## config.mk

```make
export PLATFORM = sky130hd
export DESIGN_NAME = efws_cell
export DESIGN_NICKNAME = d
export VERILOG_FILES = /design/src/efws_pkg.sv /design/src/efws_cell.sv
export SDC_FILE = /design/constraint.sdc
export NUM_CORES = 1
export LEC_CHECK = 0
export BUFFER_PORTS_ARGS = -buffer_cell sky130_fd_sc_hd__buf_2
export CORE_MARGIN = 2
export CORE_UTILIZATION = 35
export DETAILED_ROUTE_END_ITERATION = 8
export GPL_TIMING_DRIVEN = 0
export SLEW_MARGIN = 15
export SYNTH_ARGS = -nofsm -noshare
export SYNTH_HDL_FRONTEND = slang
export SYNTH_SLANG_ARGS = --single-unit
```

## constraint.sdc

```tcl
create_clock -name clk -period 2.7 [get_ports clk]
set_clock_uncertainty 0.05 [all_clocks]
set_input_delay 0.27 -clock clk [delete_from_list [all_inputs] [get_ports clk]]
set_output_delay 0.27 -clock clk [all_outputs]
set_load 0.01 [all_outputs]
```

## src/efws_pkg.sv

```systemverilog
// Shared constants, key and control types and compare function for the scheduler.
// No dependencies.
package efws_pkg;

  localparam int unsigned MAX_WORKERS = 64;
  localparam int unsigned TIME_BITS   = 48;
  localparam int unsigned IDX_BITS    = $clog2(MAX_WORKERS);
  localparam int unsigned DUR_BITS    = 32;
  localparam int unsigned CNT_BITS    = 7;

  localparam int unsigned RST_COUNT   = 64;
  localparam int unsigned RST_LIVE_I  = (RST_COUNT == 0) ? 1 :
                                        (RST_COUNT > MAX_WORKERS) ? MAX_WORKERS :
                                        RST_COUNT;
  localparam logic [IDX_BITS:0] RST_LIVE = (IDX_BITS + 1)'(RST_LIVE_I);

  typedef struct packed {
    logic [TIME_BITS-1:0] tm;
    logic [IDX_BITS-1:0]  idx;
  } efws_key_t;

  typedef struct packed {
    logic shift;
    logic clear;
  } efws_ctl_t;

  function automatic logic key_lt(input efws_key_t a, input efws_key_t b);
    key_lt = (a < b);
  endfunction

endpackage

```

## src/efws_cell.sv

```systemverilog
// One slot of the sorted worker chain: holds a (free time, worker) key.
// Depends on efws_pkg.
module efws_cell (
  input  logic                             clk,
  input  logic                             rst_n,
  input  efws_pkg::efws_ctl_t              ctl,
  input  efws_pkg::efws_key_t              ins_key,
  input  efws_pkg::efws_key_t              nb_key,
  input  logic                             nb_valid,
  input  logic [efws_pkg::IDX_BITS-1:0]    home_idx,
  input  logic                             home_live,
  input  logic                             first,
  output efws_pkg::efws_key_t              key,
  output logic                             valid
);

  efws_pkg::efws_key_t key_r, key_nxt;
  logic                valid_r, valid_nxt;

  always_comb begin
    key_nxt   = key_r;
    valid_nxt = valid_r;
    if (ctl.clear) begin
      key_nxt.tm  = '0;
      key_nxt.idx = home_idx;
      valid_nxt   = home_live;
    end else if (ctl.shift && valid_r) begin
      if (nb_valid && efws_pkg::key_lt(nb_key, ins_key)) begin
        key_nxt = nb_key;
      end else if (first || efws_pkg::key_lt(key_r, ins_key)) begin
        key_nxt = ins_key;
      end
    end
  end

  always_ff @(posedge clk) begin
    if (!rst_n) begin
      key_r.tm  <= '0;
      key_r.idx <= home_idx;
      valid_r   <= ({1'b0, home_idx} < efws_pkg::RST_LIVE);
    end else begin
      key_r   <= key_nxt;
      valid_r <= valid_nxt;
    end
  end

  assign key   = key_r;
  assign valid = valid_r;

endmodule

```

After elaboration in Yosys (flattened, before gate mapping) --
Cells that the tools add are included.
Storage, ports and cells: flip-flop bits (word level) 55, input bits 121
Cells by class: bitwise gates (word level) 1, multiplexer cells 5, eq/ne operators 2, order comparisons 2, reduce and logical (&&, ||, !) cells 7
Operator list (count):
- $lt A54 B54 Y1 | 2
- $mux W54 | 2
- $mux W6 | 3
- $ne A4 B1 Y1 const B | 1
- $reduce_and A2 Y1 | 2
- $ne A3 B1 Y1 const B | 1
- $logic_and A1 B1 Y1 | 2
- $reduce_bool A2 Y1 | 1
- $reduce_or A2 Y1 | 1
- $logic_or A1 B1 Y1 | 1
- $not A1 Y1 | 1

Longest topological paths before layout --
Gate-level depths: netlist (run 1).
word-level depth 7, gate-level depth with buffers 13, mapped depth without buffers 10

Least setup slack after synthesis (run 1) --
Ideal clock, no wire load.
path type in2reg, start in ins_key[36] (netlist bit), end reg key_r, in the netlist key[0] (enable), library setup time 0.318 ns, required time 2.332 ns, stages 12, setup slack -0.161 ns, arrival time 2.492 ns, buffers on the path 2, cells stage by stage inv_1 -> ha_1 -> a21oi_1 -> nand2_1 -> a221oi_2 -> o211ai_1 -> a2111o_1 -> nor3_2 -> or3_1 -> clkbuf_2 -> buf_6 -> or2_1
Between the ends: longest elaborated chain between the ends 4
Ends and longest elaborated chain:
- from (decl) | RTL line efws_cell.sv:7 | input efws_pkg::efws_key_t ins_key,
- $lt A54 B54 Y1 | RTL line efws_pkg.sv:28 | key_lt = (a < b);
- $logic_and A1 B1 Y1 or $logic_or A1 B1 Y1 (tied branches) | RTL line efws_cell.sv:28, efws_cell.sv:30
- $ne A4 B1 Y1 (no source line) *
- $reduce_and A2 Y1 (no source line) *
- to (signal assigned) | RTL line efws_cell.sv:42 | key_r <= key_nxt;
- to (decl) | RTL line efws_cell.sv:17 | efws_pkg::efws_key_t key_r, key_nxt;
Every way passes the cells marked *; elsewhere a longest branch is shown, timed or not. A chain may end at the register's enable or synchronous reset.

Worst setup path in the final report (run 1) --
start reg key_r, in the netlist key[53], end reg key_r, in the netlist key[0] (enable)
Between the ends: longest elaborated chain between the ends 4
Ends and longest elaborated chain:
- $lt A54 B54 Y1 | RTL line efws_pkg.sv:28
- $logic_or A1 B1 Y1 | RTL line efws_cell.sv:30 | end else if (first || efws_pkg::key_lt(key_r, ins_key)) begin
- $ne A4 B1 Y1 (no source line)
- $reduce_and A2 Y1 (no source line)
Every way passes these cells.

==> flow_summary.yaml, run 1 <==
outcome:
  status: "finished, violations left"
  failed_checks: "negative setup slack"
placed_design:
  numPortBuffers: 175
  gp_congestion: 0.8255
  dp_cells: 1002
  post_dp_cell_area_um2: 6437
  place_hpwl_um: 13330
synth:
  synth_cell_types: 46
  netlist_area_um2: 5221
  ys.flop_type: "dfxtp_1"
  syn_area_per_cell_um2: 8.120
  synth-async-reset-ratio_pct: 0
  synth_nets: 870
  synth_edf_count: 6
  ys.warnings.count: 0
  yosysSeqAreaShare_pct: 22.24
  ys_ff_latch: 55
  netlist_instances: 643
finish:
  finalInstanceArea_um2: 7801
  area_delta_synth_final_pct: 49.41
  fill_cells: 1422
  nets: 1070
  fin_cells: 1030
  drive_above_1_share_pct: 44.79
sta:
  fmax_mhz: 346.4
  slew_violations: 0
  rsz0062_at_grt: "true"
  max_slew.worst_pin.slew_ns: 0.9622
  fin_crit_ns: 2.887
  postLayoutSetupSlackWorst_ns: -0.1865
  hold_viol: 0
  max_slew_margin_pct: 35.85
  fin_crit_sh_pct: 106.9
  setup_viol: 60
floorplan:
  die_area_um2: 15910
  initial_core_util_pct: 35.92
  row_count: 44
  die_y_um: 126.1
  fp.dieW_um: 126.1
  core_um2: 14530
  ios: 176
clocking:
  cts_tree: "done"
  cts_root_buf: "clkbuf_16"
  htree_levels: 2
  clk_path_buf_depth: 2
  clk_latency_ns: 0.29
  cts_buffers: 5
  cts.reportedPaths.clkPinSlew_ns: 0.07
  cts_sinks: 55
detailed_routing:
  vias_per_cell: 5.543
  drt-total-wl_um: 17750
  vias: 5709
  wl_per_cell_um: 17.23
  drt_iter0_drc: 255
  drc_errors: 0
  firstDrtPassIters: 5
  drtAntennaViolNets: 0
power_and_ir_drop:
  clock_power_share_pct: 27.6
  powerDensity_nw_per_um2: 389.5
  power_switching_mw: 1.054
  p_int_mw: 1.985
  netSwitchingFraction_pct: 34.68
  seq_power_share_pct: 31.5
  ir_worst_vdd_mv: 0.2492
  power_leakage_nw: 3.684
  combPwrFrac_pct: 40.9
grt:
  grt_util_met3_pct: 3.738
  use_met1_pct: 28.75
  antenna_found_initial: 1
  grt_first_pass_wirelength_um: 27470
  busiest_layer: "met2"
  use_met2_pct: 35.04
  grt_max_degree: 17
  grt_pass1_vias: 5480
  overflow: 0
  grt_use_total_pct: 20.95
critical_path:
  path_max_fanout: 6
  path_class: "reg -> reg"
  critical_path_arrival_ns: 2.89
  critical_path_required_ns: 2.70
  startpoint: "key[53]"
  reg2reg_from: "key[53]"
  cp-end-kind: "flop"
  startpoint_type: "flop"
flow_run:
  cap_violations: 0
min_path:
  hp-start: "rst_n"
  hp-class: "in -> reg"
-- area by class of cell --
cell class | instances | area, µm² | area share (%)
clock buffer | 6 | 128.9 | 1.652
timing repair buffer | 195 | 1097 | 14.07
inverter | 55 | 221.5 | 2.839
antenna | 2 | 5.005 | 0.06415
clock inverter | 2 | 60.06 | 0.7698
multi-input combinational | 489 | 4547 | 58.28
buffer | 42 | 340.3 | 4.362
tap | 184 | 230.2 | 2.951
sequential | 55 | 1171 | 15.01
-- placed cells by master (no fill, tap or decap), types with 11 or more instances in the layout --
cell	n
ha_1	88
buf_4	15
o41ai_2	27
dfxtp_1	45
ha_4	17
o21ai_2	16
o41ai_1	11
o21ai_1	34
o21ai_0	63
a21oi_1	43
inv_1	43
buf_6	11
nand2_1	31
nand4_1	15
a21oi_2	39
nand3_1	14
clkbuf_1	17
buf_2	176
-- final timing paths --
kind | endpoint | slack (ns) | depth (start not counted)
setup reg to reg | key[0] | -0.19 | 10
hold / removal | valid | 0.13 | 2
hold reg to reg | key[46] | 0.52 | 2
setup / recovery | key[0] | -0.19 | 10
-- synthesized netlist by cell type, types with 8 or more instances --
cell type	n	area share (%)
clkbuf_1	27	1.9
nand2_1	33	2.4
buf_6	8	1.7
nor2_1	10	0.72
nand4_1	15	1.8
o41ai_1	48	8.1
o21ai_1	42	4.0
inv_1	55	4.0
nand3_1	15	1.4
dfxtp_1	49	19
a21oi_1	76	7.3
ha_1	106	25
a21oi_2	10	1.7
a21o_1	10	1.4
o21ai_0	72	6.9
-- per-stage QoR --
stage / util (%) / setup TNS, ns / hold WS (ns) / setup WS, ns / total power, mW
3_3_place_gp: 44.29 / -32.34 / 0.4319 / -0.7280 / 1.895
6_report: 53.68 / -5.037 / 0.1275 / -0.1865 / 3.038
2_1_floorplan: - / 0 / 0.2819 / 0.0004974 / 1.548
5_1_grt: 53.64 / -10.37 / 0.1271 / -0.2597 / 3.233
3_5_place_dp: 44.29 / -31.41 / 0.4310 / -0.7233 / 1.903
4_1_cts: 48.11 / -6.283 / 0.1270 / -0.1985 / 2.854
-- sequential cells by signal, indices dropped and copies added (netlist names) --
name,cells
key,54
valid,1
-- power groups by stage --
| stage | Combinational, mW | Sequential [mW] | Clock [mW] |
|---|---|---|---|
| final | 1.24 | 0.958 | 0.838 |
| after global routing | 1.37 | 0.967 | 0.894 |
| after CTS | 1.05 | 0.947 | 0.860 |
| after detailed placement | 0.937 | 0.966 | 0 |
| after global placement | 0.928 | 0.967 | 0 |
| after floorplan | 0.565 | 0.983 | 0 |
-- worst max-delay path, cell delays in order (launching register included) --
cell	delay (ns)
dfxtp_1	0.39
ha_4	0.31
nand4_1	0.19
nor4_4	0.31
and3_4	0.27
nand2_2	0.05
and4b_1	0.18
o21a_2	0.15
or3_4	0.35
buf_6	0.13
or2_4	0.26
-- timing repair --
item | 4_1_cts | 5_1_grt
hold buffers | 0 | 0
pin swaps | 14 | 29
cloned | 0 | 2
setup endpoints to repair | 60 | 60
buffers inserted | 14 | 4
resized for setup | 57 | 147
-- layer usage --
| metal | routed length (µm) | up-vias |
|---|---|---|
| met5 | 0 | - |
| met4 | 75 | 0 |
| met3 | 974 | 6 |
| met2 | 8630 | 169 |
| met1 | 8065 | 2691 |
| li1 | - | 2843 |
-- cells by family (layout without fill, tap and decap cells) --
logic type	after synthesis	after routing	share of synthesized area [%]
other cells	0	2	0
buf+inv	99	300	8.531
simple gates	99	99	9.825
compound gates	277	277	32.66
mux	7	7	1.342
fa+ha+maj	106	106	25.40
flops	55	55	22.24
No activity file was read; power rests on OpenSTA's default activity.
==> run 2, diff against run 1 <==
--- a/config.mk
+++ b/config.mk
@@ -6,6 +6,7 @@
 export NUM_CORES = 1
 export LEC_CHECK = 0
 export BUFFER_PORTS_ARGS = -buffer_cell sky130_fd_sc_hd__buf_2
+export CAP_MARGIN = 40
 export CORE_MARGIN = 2
 export CORE_UTILIZATION = 35
 export DETAILED_ROUTE_END_ITERATION = 8
==> constraint.sdc (replaced) <==
create_clock -name clk -period 2.7 [get_ports clk]
set_clock_uncertainty 0.05 [all_clocks]
set_input_delay 0.135 -clock clk [delete_from_list [all_inputs] [get_ports clk]]
set_output_delay 0.135 -clock clk [all_outputs]
set_load 0.01 [all_outputs]
==> flow_summary.yaml, run 2 (synthesized netlist as in run 1, its figures left out) <==
outcome:
  status: "finished, violations left"
  failed_checks: "negative setup slack"
finish:
  layout_common_cells: "buf_2, ha_1, o21ai_0, a21oi_1, o21ai_1"
  fin_util_pct: 52.34
  largest_register_ff_count: 54
  final_common_cell: "buf_2"
  drive_above_1_share_pct: 41.81
  nets: 1075
  fill_cells: 1424
  area_delta_synth_final_pct: 45.70
detailed_routing:
  firstDrtPassIters: 4
  drt-total-wl_um: 17780
  drc_errors: 0
  vias_per_cell: 5.479
  drtAntennaViolNets: 0
  wl_per_cell_um: 17.20
  vias: 5665
  drt_iter0_drc: 208
critical_path:
  reg2reg_from: "key[52]"
  startpoint_type: "flop"
  cp-end-kind: "flop"
  critPathMaxStageDelay_ns: 0.40
  critical_path_required_ns: 2.71
  critical_path_arrival_ns: 2.89
  path_class: "reg -> reg"
  critical_path.slowest_cell: "nor4_4"
  startpoint: "key[52]"
  path_max_fanout: 6
  cp_cell_sequence: "ha_4 -> nand4_1 -> nor4_4 -> and3_4 -> nand2_2 -> and4b_1 -> o21a_1 -> or3_4 -> buf_8 -> or2_4"
floorplan:
  die_y_um: 126.1
  row_count: 44
  die_area_um2: 15910
  initial_core_util_pct: 35.92
  core_um2: 14530
  ios: 176
  fp.dieW_um: 126.1
clocking:
  cts_tree: "done"
  cts_sinks: 55
  htree_levels: 2
  clk_path_buf_depth: 2
  cts_buffers: 5
  cts.reportedPaths.clkPinSlew_ns: 0.08
  clk_latency_ns: 0.30
  cts_root_buf: "clkbuf_16"
sta:
  fin_crit_ns: 2.878
  hold_viol: 0
  tns_ns: -4.769
  postLayoutSetupSlackWorst_ns: -0.1779
  fmax_mhz: 347.5
  rsz0062_at_grt: "true"
  setup_viol: 52
  max_slew.worst_pin.slew_ns: 1.218
  hold_ws_ns: 0.004811
  slew_violations: 0
  fin_crit_sh_pct: 106.6
  max_slew_margin_pct: 18.79
placed_design:
  place_hpwl_um: 13170
  gp_congestion: 0.8450
  numPortBuffers: 175
power_and_ir_drop:
  clock_power_share_pct: 23.9
  ir_worst_vdd_mv: 0.2297
  powerDensity_nw_per_um2: 370.0
  power_switching_mw: 1.044
  seq_power_share_pct: 34.0
  power_leakage_nw: 3.624
  combPwrFrac_pct: 42.1
  p_total_mw: 2.815
  netSwitchingFraction_pct: 37.08
  p_int_mw: 1.771
grt:
  grt_max_degree: 18
  overflow: 0
  grt_pass1_vias: 5501
  grt_first_pass_wirelength_um: 27050
  antenna_found_initial: 1
  grt_use_total_pct: 20.72
min_path:
  hp-start: "home_live"
  hp-class: "in -> reg"
flow_run:
  cap_violations: 0
==> run 2: repair_timing <==
action / CTS / global route
endpoints found under the setup margin: 59 / 60
hold buffers: 1 / 0
buffers inserted: 12 / 9
endpoints found under the hold margin: 1 / 0
gates cloned: 1 / 1
gates resized for setup: 62 / 101
pin swaps: 15 / 27
==> run 2: worst max-delay path, delay by kind of cell (launching register included) <==
| family | cells | cell delay, ns |
|---|---|---|
| compound gates | 1 | 0.14 |
| buf+inv | 1 | 0.13 |
| fa+ha+maj | 1 | 0.26 |
| flops | 1 | 0.37 |
| simple gates | 7 | 1.69 |
==> run 2: final timing paths <==
kind | end | slack [ns] | depth (start not counted)
worst max-delay path | key[3] | -0.18 | 10
worst min-delay path | valid | 0.005 | 3
worst max register to register | key[3] | -0.18 | 10
worst min register to register | valid | 0.49 | 2
==> run 2: final cells by class <==
type | instances | area (µm²) | share of cell area, %
Antenna cell | 1 | 2.502 | 0.03289
Buffer | 43 | 322.8 | 4.243
Clock buffer | 5 | 125.1 | 1.645
Clock inverter | 3 | 20.02 | 0.2632
Inverter | 55 | 211.5 | 2.780
Multi-Input combinational cell | 489 | 4400 | 57.85
Sequential cell | 55 | 1181 | 15.53
Tap cell | 184 | 230.2 | 3.026
Timing Repair Buffer | 199 | 1114 | 14.64
==> run 2: routing by layer <==
layer  global-route usage, %  routed length, µm  up-vias
met5                       0                  0        -
met3                   3.356               1026       15
li1                        -                  -     2864
met1                   27.40               7974     2617
met4                   4.202                187        0
met2                   35.71               8595      169
==> run 2: power by group through the flow <==
stage	combinational (mW)	clock (mW)	sequential, mW
floorplan	0.557	0	0.983
global placement	0.917	0	0.967
detailed placement	0.923	0	0.966
finish	1.18	0.673	0.958
CTS	1.04	0.684	0.948
global route	1.31	0.711	0.965
==> run 2: through the flow <==
step / instance area [µm²] / instances / setup slack, ns
finish: 7607 / 1034 / -0.1779
global route: 7605 / 1033 / -0.3023
CTS: 6947 / 1023 / -0.2132
detailed placement: 6381 / 1002 / -0.6055
global placement: 6381 / 1002 / -0.6320
floorplan: 5275 / 643 / 0.008207
